$ cat config.mk
export PLATFORM = sky130hd
export DESIGN_NAME = ulid_base32_codec_unit
export DESIGN_NICKNAME = d
export VERILOG_FILES = /design/src/rtl/ulid_b32_pkg.sv /design/src/rtl/ulid_b32_front.sv /design/src/rtl/ulid_b32_fifo.sv /design/src/rtl/ulid_b32_back.sv /design/src/rtl/ulid_base32_codec_unit.sv
export SDC_FILE = /design/constraint.sdc
export NUM_CORES = 1
export LEC_CHECK = 0
export BUFFER_PORTS_ARGS = -buffer_cell sky130_fd_sc_hd__buf_2
export CAP_MARGIN = 20
export CORE_ASPECT_RATIO = 2
export CORE_MARGIN = 2
export CORE_UTILIZATION = 50
export CTS_BUF_LIST = sky130_fd_sc_hd__clkbuf_4 sky130_fd_sc_hd__clkbuf_8
export DETAILED_ROUTE_END_ITERATION = 10
export GPL_TIMING_DRIVEN = 0
export PLACE_DENSITY = 0.69
export REMOVE_ABC_BUFFERS = 1
export SLEW_MARGIN = 30
export SYNTH_ARGS = -nofsm -noshare
export SYNTH_HDL_FRONTEND = slang
export SYNTH_HIERARCHICAL = 1
export SYNTH_SLANG_ARGS = --single-unit
export TNS_END_PERCENT = 50
$ cat constraint.sdc
create_clock -name clk_i -period 9 [get_ports clk_i]
set_input_delay 1.35 -clock clk_i [delete_from_list [all_inputs] [get_ports clk_i]]
set_output_delay 1.35 -clock clk_i [all_outputs]
set_load 0.02 [all_outputs]
$ cat src/rtl/ulid_b32_pkg.sv
// Shared types, constants and character tables for the ULID base32 codec.
`timescale 1ns / 1ps

package ulid_b32_pkg;

  // Text and identifier geometry
  localparam int unsigned IdWidth     = 128;
  localparam int unsigned DigitWidth  = 5;
  localparam int unsigned CountWidth  = 5;
  localparam int unsigned TextLen     = 26;
  localparam int unsigned QueueDepth  = 2;
  localparam logic [CountWidth-1:0] CountMax = 5'd31;

  // Function codes on the input side
  typedef enum logic {
    FuncParse  = 1'b0,
    FuncFormat = 1'b1
  } func_e;

  // Result kinds on the output side
  typedef enum logic {
    KindParse = 1'b0,
    KindChar  = 1'b1
  } kind_e;

  // Decoded character: digit value and whether the byte is a digit at all
  typedef struct packed {
    logic                  ok;
    logic [DigitWidth-1:0] val;
  } dec_t;

  // Transaction handed from front to back
  typedef struct packed {
    func_e              op;
    logic               ok;
    logic [IdWidth-1:0] data;
  } cmd_t;

  // Case-insensitive Crockford decode; I/L read as one, O as zero, U is not a digit
  function automatic dec_t decode_char(logic [7:0] c);
    logic [7:0] u;
    dec_t       r;
    u = ((c >= "a") && (c <= "z")) ? (c - 8'h20) : c;
    r.ok = 1'b1;
    unique case (u)
      "0", "O": r.val = 5'd0;
      "1", "I", "L": r.val = 5'd1;
      "2": r.val = 5'd2;
      "3": r.val = 5'd3;
      "4": r.val = 5'd4;
      "5": r.val = 5'd5;
      "6": r.val = 5'd6;
      "7": r.val = 5'd7;
      "8": r.val = 5'd8;
      "9": r.val = 5'd9;
      "A": r.val = 5'd10;
      "B": r.val = 5'd11;
      "C": r.val = 5'd12;
      "D": r.val = 5'd13;
      "E": r.val = 5'd14;
      "F": r.val = 5'd15;
      "G": r.val = 5'd16;
      "H": r.val = 5'd17;
      "J": r.val = 5'd18;
      "K": r.val = 5'd19;
      "M": r.val = 5'd20;
      "N": r.val = 5'd21;
      "P": r.val = 5'd22;
      "Q": r.val = 5'd23;
      "R": r.val = 5'd24;
      "S": r.val = 5'd25;
      "T": r.val = 5'd26;
      "V": r.val = 5'd27;
      "W": r.val = 5'd28;
      "X": r.val = 5'd29;
      "Y": r.val = 5'd30;
      "Z": r.val = 5'd31;
      default: begin
        r.ok  = 1'b0;
        r.val = 5'd0;
      end
    endcase
    return r;
  endfunction

  // Leading character must keep the value within 128 bits
  function automatic logic first_ok(logic [7:0] c);
    return (c <= "7") || (c == "l") || (c == "L") || (c == "i") || (c == "I") ||
           (c == "o") || (c == "O");
  endfunction

  // Upper-case Crockford encode
  function automatic logic [7:0] encode_digit(logic [DigitWidth-1:0] v);
    logic [7:0] r;
    unique case (v)
      5'd0:  r = "0";
      5'd1:  r = "1";
      5'd2:  r = "2";
      5'd3:  r = "3";
      5'd4:  r = "4";
      5'd5:  r = "5";
      5'd6:  r = "6";
      5'd7:  r = "7";
      5'd8:  r = "8";
      5'd9:  r = "9";
      5'd10: r = "A";
      5'd11: r = "B";
      5'd12: r = "C";
      5'd13: r = "D";
      5'd14: r = "E";
      5'd15: r = "F";
      5'd16: r = "G";
      5'd17: r = "H";
      5'd18: r = "J";
      5'd19: r = "K";
      5'd20: r = "M";
      5'd21: r = "N";
      5'd22: r = "P";
      5'd23: r = "Q";
      5'd24: r = "R";
      5'd25: r = "S";
      5'd26: r = "T";
      5'd27: r = "V";
      5'd28: r = "W";
      5'd29: r = "X";
      5'd30: r = "Y";
      default: r = "Z";
    endcase
    return r;
  endfunction

endpackage

$ cat src/rtl/ulid_b32_front.sv
// Front end: takes items, decodes and accumulates text, queues parse and format work.
`timescale 1ns / 1ps

module ulid_b32_front (
  input  logic                            clk_i,
  input  logic                            rst_ni,
  input  logic                            accept_i,
  input  logic                            func_i,
  input  logic [7:0]                      char_in_i,
  input  logic                            char_last_i,
  input  logic [47:0]                     id_time_i,
  input  logic [15:0]                     id_rand_hi_i,
  input  logic [63:0]                     id_rand_lo_i,
  output logic                            q_push_o,
  output ulid_b32_pkg::cmd_t              q_cmd_o
);

  logic [ulid_b32_pkg::IdWidth-1:0]    accum_q, accum_d;
  logic [ulid_b32_pkg::CountWidth-1:0] count_q, count_d;
  logic                                bad_q, bad_d;
  ulid_b32_pkg::dec_t                  dec;
  logic                                is_parse;
  logic                                text_ok;

  assign dec      = ulid_b32_pkg::decode_char(char_in_i);
  assign is_parse = (ulid_b32_pkg::func_e'(func_i) == ulid_b32_pkg::FuncParse);

  // Parse state update; a format item leaves it alone
  always_comb begin
    accum_d = accum_q;
    count_d = count_q;
    bad_d   = bad_q;
    text_ok = 1'b0;
    if (accept_i && is_parse) begin
      accum_d = {accum_q[ulid_b32_pkg::IdWidth-ulid_b32_pkg::DigitWidth-1:0], dec.val};
      count_d = (count_q == ulid_b32_pkg::CountMax) ? count_q : count_q + 5'd1;
      bad_d   = bad_q | ~dec.ok |
                ((count_q == '0) & ~ulid_b32_pkg::first_ok(char_in_i));
      text_ok = (count_d == ulid_b32_pkg::CountWidth'(ulid_b32_pkg::TextLen)) & ~bad_d;
    end
  end

  // Queue a transaction on a format item or on the last text character
  always_comb begin
    q_push_o     = accept_i & (~is_parse | char_last_i);
    q_cmd_o.op   = ulid_b32_pkg::func_e'(func_i);
    q_cmd_o.ok   = is_parse ? text_ok : 1'b1;
    if (is_parse) begin
      q_cmd_o.data = text_ok ? accum_d : '0;
    end else begin
      q_cmd_o.data = {id_time_i, id_rand_hi_i, id_rand_lo_i};
    end
  end

  // Text state registers; cleared after the last character
  always_ff @(posedge clk_i or negedge rst_ni) begin
    if (!rst_ni) begin
      accum_q <= '0;
      count_q <= '0;
      bad_q   <= 1'b0;
    end else if (accept_i && is_parse && char_last_i) begin
      accum_q <= '0;
      count_q <= '0;
      bad_q   <= 1'b0;
    end else begin
      accum_q <= accum_d;
      count_q <= count_d;
      bad_q   <= bad_d;
    end
  end

endmodule

$ cat src/rtl/ulid_b32_fifo.sv
// Small transaction queue between the front and back ends.
`timescale 1ns / 1ps

module ulid_b32_fifo #(
  parameter int unsigned Depth = ulid_b32_pkg::QueueDepth
) (
  input  logic               clk_i,
  input  logic               rst_ni,
  input  logic               push_i,
  input  ulid_b32_pkg::cmd_t data_i,
  output logic               full_o,
  input  logic               pop_i,
  output ulid_b32_pkg::cmd_t data_o,
  output logic               empty_o
);

  localparam int unsigned PtrW = (Depth > 1) ? $clog2(Depth) : 1;
  localparam int unsigned CntW = $clog2(Depth + 1);

  ulid_b32_pkg::cmd_t mem_q [Depth];
  logic [PtrW-1:0]    wr_ptr_q, rd_ptr_q;
  logic [CntW-1:0]    cnt_q;
  logic               do_push, do_pop;

  assign full_o  = (cnt_q == CntW'(Depth));
  assign empty_o = (cnt_q == '0);
  assign do_push = push_i & ~full_o;
  assign do_pop  = pop_i & ~empty_o;
  assign data_o  = mem_q[rd_ptr_q];

  // Storage
  always_ff @(posedge clk_i) begin
    if (do_push) begin
      mem_q[wr_ptr_q] <= data_i;
    end
  end

  // Pointers and fill count
  always_ff @(posedge clk_i or negedge rst_ni) begin
    if (!rst_ni) begin
      wr_ptr_q <= '0;
      rd_ptr_q <= '0;
      cnt_q    <= '0;
    end else begin
      if (do_push) begin
        wr_ptr_q <= (wr_ptr_q == PtrW'(Depth - 1)) ? '0 : wr_ptr_q + PtrW'(1);
      end
      if (do_pop) begin
        rd_ptr_q <= (rd_ptr_q == PtrW'(Depth - 1)) ? '0 : rd_ptr_q + PtrW'(1);
      end
      if (do_push && !do_pop) begin
        cnt_q <= cnt_q + CntW'(1);
      end else if (do_pop && !do_push) begin
        cnt_q <= cnt_q - CntW'(1);
      end
    end
  end

endmodule

$ cat src/rtl/ulid_b32_back.sv
// Back end: turns queued transactions into results through the output register.
`timescale 1ns / 1ps

module ulid_b32_back (
  input  logic               clk_i,
  input  logic               rst_ni,
  input  logic               q_empty_i,
  input  ulid_b32_pkg::cmd_t q_cmd_i,
  output logic               q_pop_o,
  input  logic               pop,
  output logic               empty,
  output logic               kind_o,
  output logic [7:0]         text_char_o,
  output logic               last_o,
  output logic               valid_res_o,
  output logic [47:0]        out_time_o,
  output logic [15:0]        out_rand_hi_o,
  output logic [63:0]        out_rand_lo_o
);

  localparam int unsigned ShW = ulid_b32_pkg::IdWidth + 2;
  localparam int unsigned DW  = ulid_b32_pkg::DigitWidth;
  localparam int unsigned CW  = ulid_b32_pkg::CountWidth;

  // Character shifter for format runs
  logic [ShW-1:0] sh_q, sh_d;
  logic [CW-1:0]  idx_q, idx_d;
  logic           busy_q, busy_d;

  // Output register
  logic                             out_vld_q, out_vld_d;
  logic                             load;
  ulid_b32_pkg::kind_e              kind_q, kind_d;
  logic [7:0]                       char_q, char_d;
  logic                             last_q, last_d;
  logic                             ok_q, ok_d;
  logic [ulid_b32_pkg::IdWidth-1:0] data_q, data_d;
  logic                             adv;

  assign adv = ~out_vld_q | pop;

  // Sequencer: one result per cycle whenever the output slot frees up
  always_comb begin
    sh_d      = sh_q;
    idx_d     = idx_q;
    busy_d    = busy_q;
    out_vld_d = out_vld_q;
    load      = 1'b0;
    q_pop_o   = 1'b0;
    kind_d    = ulid_b32_pkg::KindChar;
    char_d    = '0;
    last_d    = 1'b0;
    ok_d      = 1'b1;
    data_d    = '0;
    if (adv) begin
      if (busy_q) begin
        load      = 1'b1;
        out_vld_d = 1'b1;
        char_d    = ulid_b32_pkg::encode_digit(sh_q[ShW-1 -: DW]);
        last_d    = (idx_q == CW'(ulid_b32_pkg::TextLen - 1));
        sh_d      = {sh_q[ShW-DW-1:0], {DW{1'b0}}};
        idx_d     = idx_q + CW'(1);
        if (last_d) begin
          busy_d = 1'b0;
        end
      end else if (!q_empty_i) begin
        load      = 1'b1;
        out_vld_d = 1'b1;
        q_pop_o   = 1'b1;
        if (q_cmd_i.op == ulid_b32_pkg::FuncFormat) begin
          // First character holds only the top three identifier bits
          char_d = ulid_b32_pkg::encode_digit({2'b00, q_cmd_i.data[ulid_b32_pkg::IdWidth-1 -: 3]});
          sh_d   = {q_cmd_i.data[ulid_b32_pkg::IdWidth-4:0], {DW{1'b0}}};
          idx_d  = CW'(1);
          busy_d = 1'b1;
        end else begin
          kind_d = ulid_b32_pkg::KindParse;
          last_d = 1'b1;
          ok_d   = q_cmd_i.ok;
          data_d = q_cmd_i.data;
        end
      end else begin
        out_vld_d = 1'b0;
      end
    end
  end

  // Control state
  always_ff @(posedge clk_i or negedge rst_ni) begin
    if (!rst_ni) begin
      busy_q    <= 1'b0;
      idx_q     <= '0;
      out_vld_q <= 1'b0;
    end else begin
      busy_q    <= busy_d;
      idx_q     <= idx_d;
      out_vld_q <= out_vld_d;
    end
  end

  // Payload
  always_ff @(posedge clk_i) begin
    sh_q <= sh_d;
    if (load) begin
      kind_q <= kind_d;
      char_q <= char_d;
      last_q <= last_d;
      ok_q   <= ok_d;
      data_q <= data_d;
    end
  end

  assign empty         = ~out_vld_q;
  assign kind_o        = kind_q;
  assign text_char_o   = char_q;
  assign last_o        = last_q;
  assign valid_res_o   = ok_q;
  assign out_time_o    = data_q[127:80];
  assign out_rand_hi_o = data_q[79:64];
  assign out_rand_lo_o = data_q[63:0];

endmodule

$ cat src/rtl/ulid_base32_codec_unit.sv
// Top level of the ULID Crockford base32 codec: front end, queue, back end.
`timescale 1ns / 1ps
// A parse result or the first formatted character is written to the queue at the accepting edge,
// then loaded into the output register and held there until popped. Throughput: one text
// character per cycle in while the queue is not full; an identifier streams 26 characters,
// one per cycle while popped, set by the back-end character shifter; no gap between identifiers.
// Input stalls only while the two-entry queue is full; results may wait on the output register.
// Reset (asynchronous, active low) clears the text state, the queue and the output register.

module ulid_base32_codec_unit #(
  parameter int unsigned QueueDepth = ulid_b32_pkg::QueueDepth
) (
  input  logic        clk_i,
  input  logic        rst_ni,
  input  logic        push,
  output logic        full,
  input  logic        func_i,
  input  logic [7:0]  char_in_i,
  input  logic        char_last_i,
  input  logic [47:0] id_time_i,
  input  logic [15:0] id_rand_hi_i,
  input  logic [63:0] id_rand_lo_i,
  output logic        empty,
  input  logic        pop,
  output logic        kind_o,
  output logic [7:0]  text_char_o,
  output logic        last_o,
  output logic        valid_res_o,
  output logic [47:0] out_time_o,
  output logic [15:0] out_rand_hi_o,
  output logic [63:0] out_rand_lo_o
);

  logic               accept;
  logic               q_push, q_pop, q_empty;
  ulid_b32_pkg::cmd_t q_in, q_out;

  assign accept = push & ~full;

  ulid_b32_front u_front (
    .clk_i        (clk_i),
    .rst_ni       (rst_ni),
    .accept_i     (accept),
    .func_i       (func_i),
    .char_in_i    (char_in_i),
    .char_last_i  (char_last_i),
    .id_time_i    (id_time_i),
    .id_rand_hi_i (id_rand_hi_i),
    .id_rand_lo_i (id_rand_lo_i),
    .q_push_o     (q_push),
    .q_cmd_o      (q_in)
  );

  ulid_b32_fifo #(
    .Depth (QueueDepth)
  ) u_fifo (
    .clk_i   (clk_i),
    .rst_ni  (rst_ni),
    .push_i  (q_push),
    .data_i  (q_in),
    .full_o  (full),
    .pop_i   (q_pop),
    .data_o  (q_out),
    .empty_o (q_empty)
  );

  ulid_b32_back u_back (
    .clk_i         (clk_i),
    .rst_ni        (rst_ni),
    .q_empty_i     (q_empty),
    .q_cmd_i       (q_out),
    .q_pop_o       (q_pop),
    .pop           (pop),
    .empty         (empty),
    .kind_o        (kind_o),
    .text_char_o   (text_char_o),
    .last_o        (last_o),
    .valid_res_o   (valid_res_o),
    .out_time_o    (out_time_o),
    .out_rand_hi_o (out_rand_hi_o),
    .out_rand_lo_o (out_rand_lo_o)
  );

endmodule

==> results of run 1 <==
==> power groups by stage <==
stage                     logic (mW)  clock network, mW  registers (mW)
after floorplan                 1.42                  0            4.52
after global placement          2.09                  0            4.62
after detailed placement        2.37                  0            4.33
after CTS                       2.38               2.57            4.27
after global routing            2.53               2.68            4.31
final                           2.37               2.49            4.27
==> synth_stat cells, types with 8 or more instances <==
library cell / number / area share, %
sky130_fd_sc_hd__edfxtp_1: 523 / 52
sky130_fd_sc_hd__nand2_1: 392 / 4.8
sky130_fd_sc_hd__mux2_2: 160 / 5.9
sky130_fd_sc_hd__dfrtp_1: 145 / 12
sky130_fd_sc_hd__a21oi_1: 138 / 2.3
sky130_fd_sc_hd__and2_1: 132 / 2.7
sky130_fd_sc_hd__nor2b_1: 130 / 2.7
sky130_fd_sc_hd__nand3b_1: 123 / 3.0
sky130_fd_sc_hd__o21ai_1: 110 / 1.8
sky130_fd_sc_hd__clkbuf_1: 108 / 1.3
sky130_fd_sc_hd__mux2_4: 92 / 4.5
sky130_fd_sc_hd__o21ai_0: 33 / 0.54
sky130_fd_sc_hd__nor2_1: 27 / 0.33
sky130_fd_sc_hd__buf_6: 22 / 0.82
sky130_fd_sc_hd__inv_1: 21 / 0.26
sky130_fd_sc_hd__buf_2: 16 / 0.26
sky130_fd_sc_hd__nand2b_1: 15 / 0.31
sky130_fd_sc_hd__buf_1: 13 / 0.16
sky130_fd_sc_hd__ha_1: 12 / 0.49
sky130_fd_sc_hd__mux2i_1: 9 / 0.30
sky130_fd_sc_hd__o211ai_1: 9 / 0.22
sky130_fd_sc_hd__nor3_1: 8 / 0.13
==> sequential cells by signal (all words and copies together), names as in the netlist, named ones only <==
register / cells
u_back/busy_q: 1
u_back/data_q: 128
u_back/idx_q: 5
u_back/kind_o: 1
u_back/last_o: 1
u_back/out_vld_q: 1
u_back/sh_q: 125
u_back/text_char_o: 7
u_back/valid_res_o: 1
u_fifo/cnt_q: 2
u_fifo/mem_q: 260
u_fifo/rd_ptr_q: 1
u_fifo/wr_ptr_q: 1
u_front/accum_q: 128
u_front/bad_q: 1
u_front/count_q: 5
==> cell type report <==
class	count	area, um2
Clock inverter	40	314
Inverter	22	95.1
Multi-Input combinational cell	1493	10000
Timing Repair Buffer	354	2890
Clock buffer	138	1690
Fill cell	4836	24600
Tap cell	774	968
Sequential cell	675	19500
Antenna cell	5	12.5
==> layer usage <==
layer	part of all wire [%]	up-vias	wire, um	track usage [%]
met5	0.14	-	100	0
met4	2.9	16	2130	8.24
met3	6.4	168	4680	4.61
met2	51	721	37000	40.5
met1	40	9674	29100	28.3
li1	-	8983	-	-
==> metrics by stage <==
step | instance area (um2) | cells
finish | 35500 | 3501
global route | 35500 | 3498
CTS | 35500 | 3496
detailed placement | 33500 | 3318
global placement | 31900 | 3245
floorplan | 29600 | 2190
==> cell families (layout without fill, tap and decap cells) <==
group,count (synthesis),count (layout)
AND/OR/NAND/NOR,852,852
flip-flops,675,675
AO/OA/AOI/OAI,355,355
buffers and inverters,186,554
multiplexers,261,261
adder cells (fa/ha/maj),13,13
XOR/XNOR,11,11
other,1,6
==> worst paths after layout <==
check / start / end / slack [ns] / cells after the start
min: rst_ni / u_front/accum_q[105]$_DFF_PN0_ / 0.46 / 1
max reg2reg: u_fifo/rd_ptr_q$_DFFE_PN0P_ / flop / 4.83 / 12
min reg2reg: u_front/accum_q[125]$_DFF_PN0_ / u_front/accum_q[125]$_DFF_PN0_ / 0.47 / 2
max in group asynchronous: rst_ni / u_front/accum_q[5]$_DFF_PN0_ / 7.50 / 3
min in group clk_i: u_front/accum_q[125]$_DFF_PN0_ / u_front/accum_q[125]$_DFF_PN0_ / 0.47 / 2
max: u_fifo/rd_ptr_q$_DFFE_PN0P_ / flop / 4.83 / 12
==> impl_metrics.yaml, run 1 <==
synthesis:
  ys_dominant_reg_cell: "sky130_fd_sc_hd__edfxtp_1"
  yosysWarningCount: 6
  synth_top_family_by_area: "simple AND/OR/NAND/NOR gates"
  syn_inst: 2354
  ys_async_sr_fraction_pct: 21.5
  syn-cell-area_um2: 30400
  synth_enable_flop_cells: 523
  synth.yosys.seq_area_share_pct: 64.1
  mux_share_of_post_synthesis_cell_area_pct: 10.8
  yosys.area_share.xor_xnor_pct: 0.317
  compound_gate_fraction_of_synth_area_pct: 6.65
  number_of_unique_standard_cell_types_used_by_synthesis: 74
  ys_ff_latch: 675
  synth.avg_cell_area_um2: 12.9
  synth-adder-area-share_pct: 0.527
  synth-simple-area-share_pct: 14.6
layout:
  layout.core_utilization_pct: 59.1
  flow.area_growth_from_synthesis_pct: 16.8
  mostFrequentLayoutCells: "sky130_fd_sc_hd__edfxtp_1, sky130_fd_sc_hd__nand2_1, sky130_fd_sc_hd__buf_2"
  layout.nets: 2795
  drive_gt1_share_pct: 29.1
  final_common_cell: "sky130_fd_sc_hd__edfxtp_1"
floorplanning:
  die-area_um2: 62900
  initial_util_pct: 50.6
  die_h_um: 353
  die_width_um: 178
  boundaryPins: 283
  area_of_the_core_um2: 60100
  core.rowCount: 127
power:
  intPower_mw: 6.47
  p_total_mw: 9.13
  pwr_density_cell_nw_per_um2: 257
  p_leak_nw: 14.5
  seq_power_share_pct: 46.7
  clkPwrFrac_pct: 27.3
  net-switching-power_mw: 2.65
  sw_frac_of_total_pct: 29.1
  power.combinational.fraction_pct: 25.9
  vdd_drop_max_mv: 0.167
flow_run:
  max_cap_violations: 0
placement:
  place.gp.congestion: 0.889
  dp_worst_setup_slack_ns: 4.43
  detailedPlacementHpwl_mm: 47.4
  port_buffers: 281
route:
  final_antenna_net_count: 0
  wl_per_cell_um: 20.9
  via_count: 19600
  routed_wirelength_mm: 73.0
  drt_first_iter_violations: 1514
  drt_pass1_iterations: 5
  drt-vias-per-instance: 5.59
  drc: 0
critical_path:
  setup.worst_path.end_class: "flop"
  critPathMaxFanout: 82
  cp_buf_inv_count: 3
  path_class: "reg2reg"
  timing.critical_path.slowest_stage_cell: "sky130_fd_sc_hd__dfrtp_4"
  worst_path_most_repeated_cell: "sky130_fd_sc_hd__buf_16"
  crit_arrival_ns: 4.69
  worst_path_largest_cell_delay_ns: 0.63
  critPathTopFamily: "compound AO/OA/AOI/OAI gates"
  worstPathCellList: "buf_16 > mux2_2 > nor2b_2 > o21ai_4 > inv_12 > buf_16 > a21bo_2 > ha_1 > o21ai_0 > o32a_1 > a21oi_1 > a211oi_1"
  cp_data_required_time_ns: 9.52
  worstSetupStartpointType: "flop"
clock_network:
  cts_resized: 0
  cts_inserted_buffers: 95
  cts_max_level: 3
  clock_path_buffers: 3
  postCtsSetupBuffers: 0
  tritoncts: "done"
  clk_transition_reported_paths_ns: 0.07
  clock-sinks: 675
  clkLatencyLatePin_ns: 0.67
  cts.root.buffer_cell: "sky130_fd_sc_hd__clkbuf_8"
  hold_buffers: 0
sta:
  totalNegativeSetupSlack_ns: 0
  worst_hold_margin_ns: 0.463
  layout_worst_path_cycle_share_pct: 46.4
  fin_ws_ns: 4.83
  rsz0062_at_grt: "false"
  post-route-min-period_ns: 4.17
  timing_max_transition_violations_final: 0
  setup_viol_count_final: 0
  fmax_mhz: 240
  finalHoldViolations: 0
  tightestPinTransition_ns: 0.660
  worst_clock_skew_ns: 0.0298
  max-slew-margin-rel_pct: 55.9
global_routing:
  global_route_overflow: 0
  antenna_found_initial: 12
  grt_max_degree: 90
  grt_pass1_wl_mm: 113
  grt_pass1_vias: 20700
  grt_util_all_layers_pct: 23.2
status:
  outcome: "completed"
min_path:
  min-delay-path-class: "in2async"
Note: power is estimated with default switching activity, not from simulation.
==> run 2: changes to the inputs <==
Settings changed: PLACE_DENSITY 0.69 to 0.72.
Clock period 9 ns to 3.52 ns, I/O delays scaled along.
==> run 2 against run 1 <==
  * Combinational power increased to 2.6 times the previous value
  * Power increased to 2.6 times the previous value
  * Clock-buffer cell count increased by 7
  * Clock skew decreased by 0.0026 ns
  * Setup slack got worse by 4.7 ns
  * Sequential share of layout area decreased by 0.17 points
  * First-iteration DRC count about the same
  * Clock power increased to 2.7 times the previous value
  * Worst hold slack got worse by 0.29 ns
  * Utilization increased by 0.18 points
==> impl_metrics.yaml, run 2 (same netlist as run 1, synthesis figures left out) <==
sta:
  timing_max_transition_violations_final: 0
  worst_hold_margin_ns: 0.169
  layout_worst_path_cycle_share_pct: 95.3
  tightestPinTransition_ns: 0.707
  fmax_mhz: 298
  totalNegativeSetupSlack_ns: 0
  rsz0062_at_grt: "false"
  max-slew-margin-rel_pct: 52.8
  setup_viol_count_final: 0
  post-route-min-period_ns: 3.35
  worst_clock_skew_ns: 0.0272
  fin_ws_ns: 0.166
  finalHoldViolations: 0
global_routing:
  global_route_overflow: 0
  antenna_found_initial: 11
  grt_pass1_vias: 20700
  grt_util_all_layers_pct: 23.5
  grt_pass1_wl_mm: 114
  grt_max_degree: 101
placement:
  dp_worst_setup_slack_ns: -0.596
  detailedPlacementHpwl_mm: 47.7
  place.gp.congestion: 0.878
  port_buffers: 281
route:
  drt_first_iter_violations: 1515
  via_count: 19500
  drt-vias-per-instance: 5.58
  wl_per_cell_um: 21.1
  routed_wirelength_mm: 73.7
  final_antenna_net_count: 0
  drc: 0
  drt_pass1_iterations: 7
critical_path:
  path_class: "reg2reg"
  cp_data_required_time_ns: 4.10
  critPathTopFamily: "compound AO/OA/AOI/OAI gates"
  worstSetupStartpointType: "flop"
  cp_buf_inv_count: 2
  worst_path_largest_cell_delay_ns: 0.51
  setup.worst_path.end_class: "flop"
  critPathMaxFanout: 46
  worstPathCellList: "buf_12 > mux2_2 > nor2b_2 > o21ai_4 > inv_12 > mux2i_4 > ha_1 > o21ai_0 > o32a_1 > a21oi_1 > a211oi_1"
  crit_arrival_ns: 3.93
  timing.critical_path.slowest_stage_cell: "sky130_fd_sc_hd__dfrtp_4"
layout:
  regs_by_ff_count: "u_fifo/mem_q (260), u_back/data_q (128), u_front/accum_q (128)"
  drive_gt1_share_pct: 29.3
  layout.nets: 2799
  largest-register: "u_fifo/mem_q"
  mostFrequentLayoutCells: "sky130_fd_sc_hd__edfxtp_1, sky130_fd_sc_hd__nand2_1, sky130_fd_sc_hd__buf_2"
  final_common_cell: "sky130_fd_sc_hd__edfxtp_1"
  largest_reg_flops: 260
  flow.area_growth_from_synthesis_pct: 17.2
clock_network:
  clock_path_buffers: 3
  cts_inserted_buffers: 94
  clkLatencyLatePin_ns: 0.69
  tritoncts: "done"
  clk_transition_reported_paths_ns: 0.07
  clock-sinks: 675
  cts.root.buffer_cell: "sky130_fd_sc_hd__clkbuf_8"
  cts_max_level: 3
power:
  vdd_drop_max_mv: 0.435
  pwr_density_cell_nw_per_um2: 665
  p_leak_nw: 14.5
floorplanning:
  core.rowCount: 127
  boundaryPins: 283
  die_width_um: 178
  initial_util_pct: 50.6
  area_of_the_core_um2: 60100
  die-area_um2: 62900
  die_h_um: 353
status:
  outcome: "completed"
flow_run:
  max_cap_violations: 0
min_path:
  min-delay-path-class: "in2reg"
==> run 2: what timing repair did <==
item / in CTS / in global routing
resized for setup: 3 / 0
hold endpoints to repair: 74 / 0
hold buffers: 1 / 0
gates cloned: 0 / 0
setup buffers: 5 / 1
pin swaps: 1 / 0
setup endpoints to repair: 248 / 12
==> run 2: final cells by class <==
| type | instances | area [um2] |
|---|---|---|
| fill | 4761 | 24500 |
| sequential | 675 | 19500 |
| multi-input combinational | 1493 | 10100 |
| timing repair buffer | 359 | 2890 |
| clock buffer | 145 | 1790 |
| tap | 774 | 968 |
| clock inverter | 31 | 312 |
| inverter | 22 | 95.1 |
| antenna | 2 | 5.00 |
==> run 2: path summary, 6_finish.rpt <==
| path | endpoint | start | depth (start not counted) | slack [ns] |
|---|---|---|---|---|
| max reg2reg | flop | u_fifo/rd_ptr_q$_DFFE_PN0P_ | 11 | 0.17 |
| max | flop | u_fifo/rd_ptr_q$_DFFE_PN0P_ | 11 | 0.17 |
| min | u_fifo/mem_q[1][14]$_DFFE_PP_ | id_rand_lo_i[14] | 3 | 0.17 |
| max in group asynchronous | u_front/accum_q[33]$_DFF_PN0_ | rst_ni | 4 | 2.26 |
| min in group asynchronous | u_front/accum_q[110]$_DFF_PN0_ | rst_ni | 3 | 0.44 |
| min reg2reg | u_front/accum_q[123]$_DFF_PN0_ | u_front/accum_q[123]$_DFF_PN0_ | 2 | 0.46 |
==> run 2: routing by layer <==
layer  global-route usage (%)  vias up  routed length, um
met3                     4.25      162               4460
met1                     28.1     9675              28600
met5                        0        -                122
met2                     42.0      696              38400
met4                     8.39       18               2100
li1                         -     8991                  -
==> run 2: per-stage QoR <==
step | utilization [%] | std cells | cell area, um2 | power (mW)
floorplan | - | 2190 | 29600 | 15.0
global placement | 53.2 | 3245 | 31900 | 15.9
detailed placement | 55.6 | 3316 | 33400 | 17.1
CTS | 59.3 | 3498 | 35600 | 23.9
global route | 59.3 | 3500 | 35600 | 24.7
finish | 59.3 | 3501 | 35600 | 23.7
==> run 2: power breakdown <==
part           switching (mW)  internal (mW)
Sequential              0.559           10.3
Combinational            3.29           2.81
Clock                    2.99           3.69
==> run 2: worst min-delay path, cell delays in order <==
cell and delay, ns:
sky130_fd_sc_hd__buf_2 0.07, sky130_fd_sc_hd__nand2_1 0.04, sky130_fd_sc_hd__o21ai_0 0.08
==> run 3: changes to the inputs <==
Settings changed: CAP_MARGIN 20 to unset, CORE_UTILIZATION 50 to 40, PLACE_DENSITY 0.72 to unset.
==> run 3 against run 2 <==
  * Worst hold slack worse by 0.064 ns
  * Via count down 0.14%
  * Largest cell class unchanged
  * Combinational power up 3.9%
  * Critical path depth up 2
  * Sequential share of layout area down 0.89 points
  * First-iteration DRC count down 26%
  * Sequential power about the same
  * Power up 1.7%
  * Routed wire length up 5.8%
  * Clock-buffer cell count up 6
  * Final cell count up 7.3%
==> impl_metrics.yaml, run 3 (same netlist as run 1, synthesis figures left out) <==
floorplanning:
  die-area_um2: 78300
  core.rowCount: 143
  boundaryPins: 283
  initial_util_pct: 40.1
  area_of_the_core_um2: 75700
  die_width_um: 199
  die_h_um: 394
sta:
  max-slew-margin-rel_pct: 57.3
  post-route-min-period_ns: 3.42
  fin_ws_ns: 0.0966
  timing_max_transition_violations_final: 0
  setup_viol_count_final: 0
  worst_clock_skew_ns: 0.0206
  tightestPinTransition_ns: 0.641
  rsz0062_at_grt: "true"
  fmax_mhz: 292
  layout_worst_path_cycle_share_pct: 97.3
  finalHoldViolations: 0
  totalNegativeSetupSlack_ns: 0
layout:
  largest_reg_flops: 260
  mostFrequentLayoutCells: "sky130_fd_sc_hd__edfxtp_1, sky130_fd_sc_hd__nand2_1, sky130_fd_sc_hd__buf_2"
  final_common_cell: "sky130_fd_sc_hd__edfxtp_1"
  drive_gt1_share_pct: 29.7
  regs_by_ff_count: "u_fifo/mem_q (260), u_back/data_q (128), u_front/accum_q (128)"
  flow.area_growth_from_synthesis_pct: 19.1
  layout.nets: 2814
  largest-register: "u_fifo/mem_q"
power:
  pwr_density_cell_nw_per_um2: 665
  vdd_drop_max_mv: 0.595
  p_leak_nw: 14.7
  p_total_mw: 24.1
placement:
  dp_worst_setup_slack_ns: -0.446
  port_buffers: 281
  place.gp.congestion: 0.861
  detailedPlacementHpwl_mm: 50.2
flow_run:
  max_cap_violations: 0
global_routing:
  grt_util_all_layers_pct: 20.0
  grt_pass1_vias: 21000
  grt_pass1_wl_mm: 120
  grt_max_degree: 88
  antenna_found_initial: 12
  global_route_overflow: 0
clock_network:
  cts.root.buffer_cell: "sky130_fd_sc_hd__clkbuf_8"
  cts_inserted_buffers: 99
  clock-sinks: 675
  cts_max_level: 3
  clkLatencyLatePin_ns: 0.75
  clk_transition_reported_paths_ns: 0.07
  clock_path_buffers: 3
  tritoncts: "done"
status:
  outcome: "completed"
route:
  drt-vias-per-instance: 5.19
  final_antenna_net_count: 0
  wl_per_cell_um: 20.8
  drt_pass1_iterations: 5
  drt_first_iter_violations: 1122
  drc: 0
  routed_wirelength_mm: 78.0
  via_count: 19500
critical_path:
  setup.worst_path.end_class: "flop"
  critPathMaxFanout: 40
  worstSetupStartpointType: "flop"
  crit_arrival_ns: 4.03
  path_class: "reg2reg"
  cp_data_required_time_ns: 4.13
min_path:
  min-delay-path-class: "in2reg"
-- run 3: cell count changes in the layout (fill, tap and decap cells not counted), sizes merged --
cell,previous run,this run
clkbuf,145,151
clkinv,18,20
bufbuf,0,1
buf,358,366
clkinvlp,5,4
-- run 3: layer usage --
layer	track usage [%]	vias to the layer above	routed length, um
met5	0	-	127
met4	6.96	20	2050
met3	4.54	160	4840
met2	35.1	588	39500
met1	23.9	9740	31500
li1	-	9007	-
-- run 3: where the power goes --
group	total [mW]	switching [mW]	internal, mW
Clock	6.90	3.10	3.80
Sequential	10.9	0.521	10.3
Combinational	6.34	3.41	2.93
-- run 3: path summary, 6_finish.rpt --
kind	slack (ns)	cells past startpoint	start	to
max	0.1	13	u_fifo/rd_ptr_q$_DFFE_PN0P_	flop
min	0.11	3	id_rand_lo_i[63]	u_fifo/mem_q[0][63]$_DFFE_PP_
max in group asynchronous	2.56	3	rst_ni	u_front/accum_q[38]$_DFF_PN0_
min reg2reg	0.47	2	u_front/accum_q[127]$_DFF_PN0_	u_front/accum_q[127]$_DFF_PN0_
max reg2reg	0.1	13	u_fifo/rd_ptr_q$_DFFE_PN0P_	flop
min in group asynchronous	0.26	2	rst_ni	u_front/accum_q[105]$_DFF_PN0_
-- run 3: cell type report --
cell class / instances / area, um2
well taps: 1015 / 1270
fillers: 6785 / 39500
inverters: 22 / 109
repair buffers: 368 / 3100
multi-input cells: 1493 / 10100
diodes: 2 / 5.00
clock inverters: 31 / 310
repair inverters: 1 / 11.3
clock buffers: 151 / 1850
flip-flops and latches: 675 / 19500
-- run 3: stage by stage --
| stage | utilization (%) | hold WS (ns) | instance area, um2 | std cells |
|---|---|---|---|---|
| after floorplan | - | 0.232 | 29600 | 2190 |
| after global placement | 42.6 | 0.446 | 32200 | 3486 |
| after detailed placement | 44.8 | 0.435 | 33900 | 3563 |
| after CTS | 47.7 | 0.0111 | 36100 | 3750 |
| after global routing | 47.8 | 0.0577 | 36200 | 3757 |
| final | 47.8 | 0.105 | 36200 | 3758 |
-- run 3: worst max-delay path: stages (launching register included) --
cell and delay, ns:
sky130_fd_sc_hd__dfrtp_4 0.45, sky130_fd_sc_hd__buf_16 0.21, sky130_fd_sc_hd__mux2_2 0.40, sky130_fd_sc_hd__nor2b_2 0.22
sky130_fd_sc_hd__o21ai_4 0.17, sky130_fd_sc_hd__buf_12 0.15, sky130_fd_sc_hd__clkinv_16 0.13, sky130_fd_sc_hd__buf_16 0.23
sky130_fd_sc_hd__a21bo_2 0.26, sky130_fd_sc_hd__ha_1 0.34, sky130_fd_sc_hd__o21ai_0 0.09, sky130_fd_sc_hd__o32a_1 0.32
sky130_fd_sc_hd__a21oi_1 0.20, sky130_fd_sc_hd__a211oi_1 0.08
-- run 3: what timing repair did --
item | in CTS | in global routing
setup buffers | 3 | 5
pin swaps | 1 | 2
hold endpoints to repair | 124 | 0
setup endpoints to repair | 196 | 35
gates cloned | 1 | 1
hold buffers | 1 | 0
resized for setup | 1 | 4
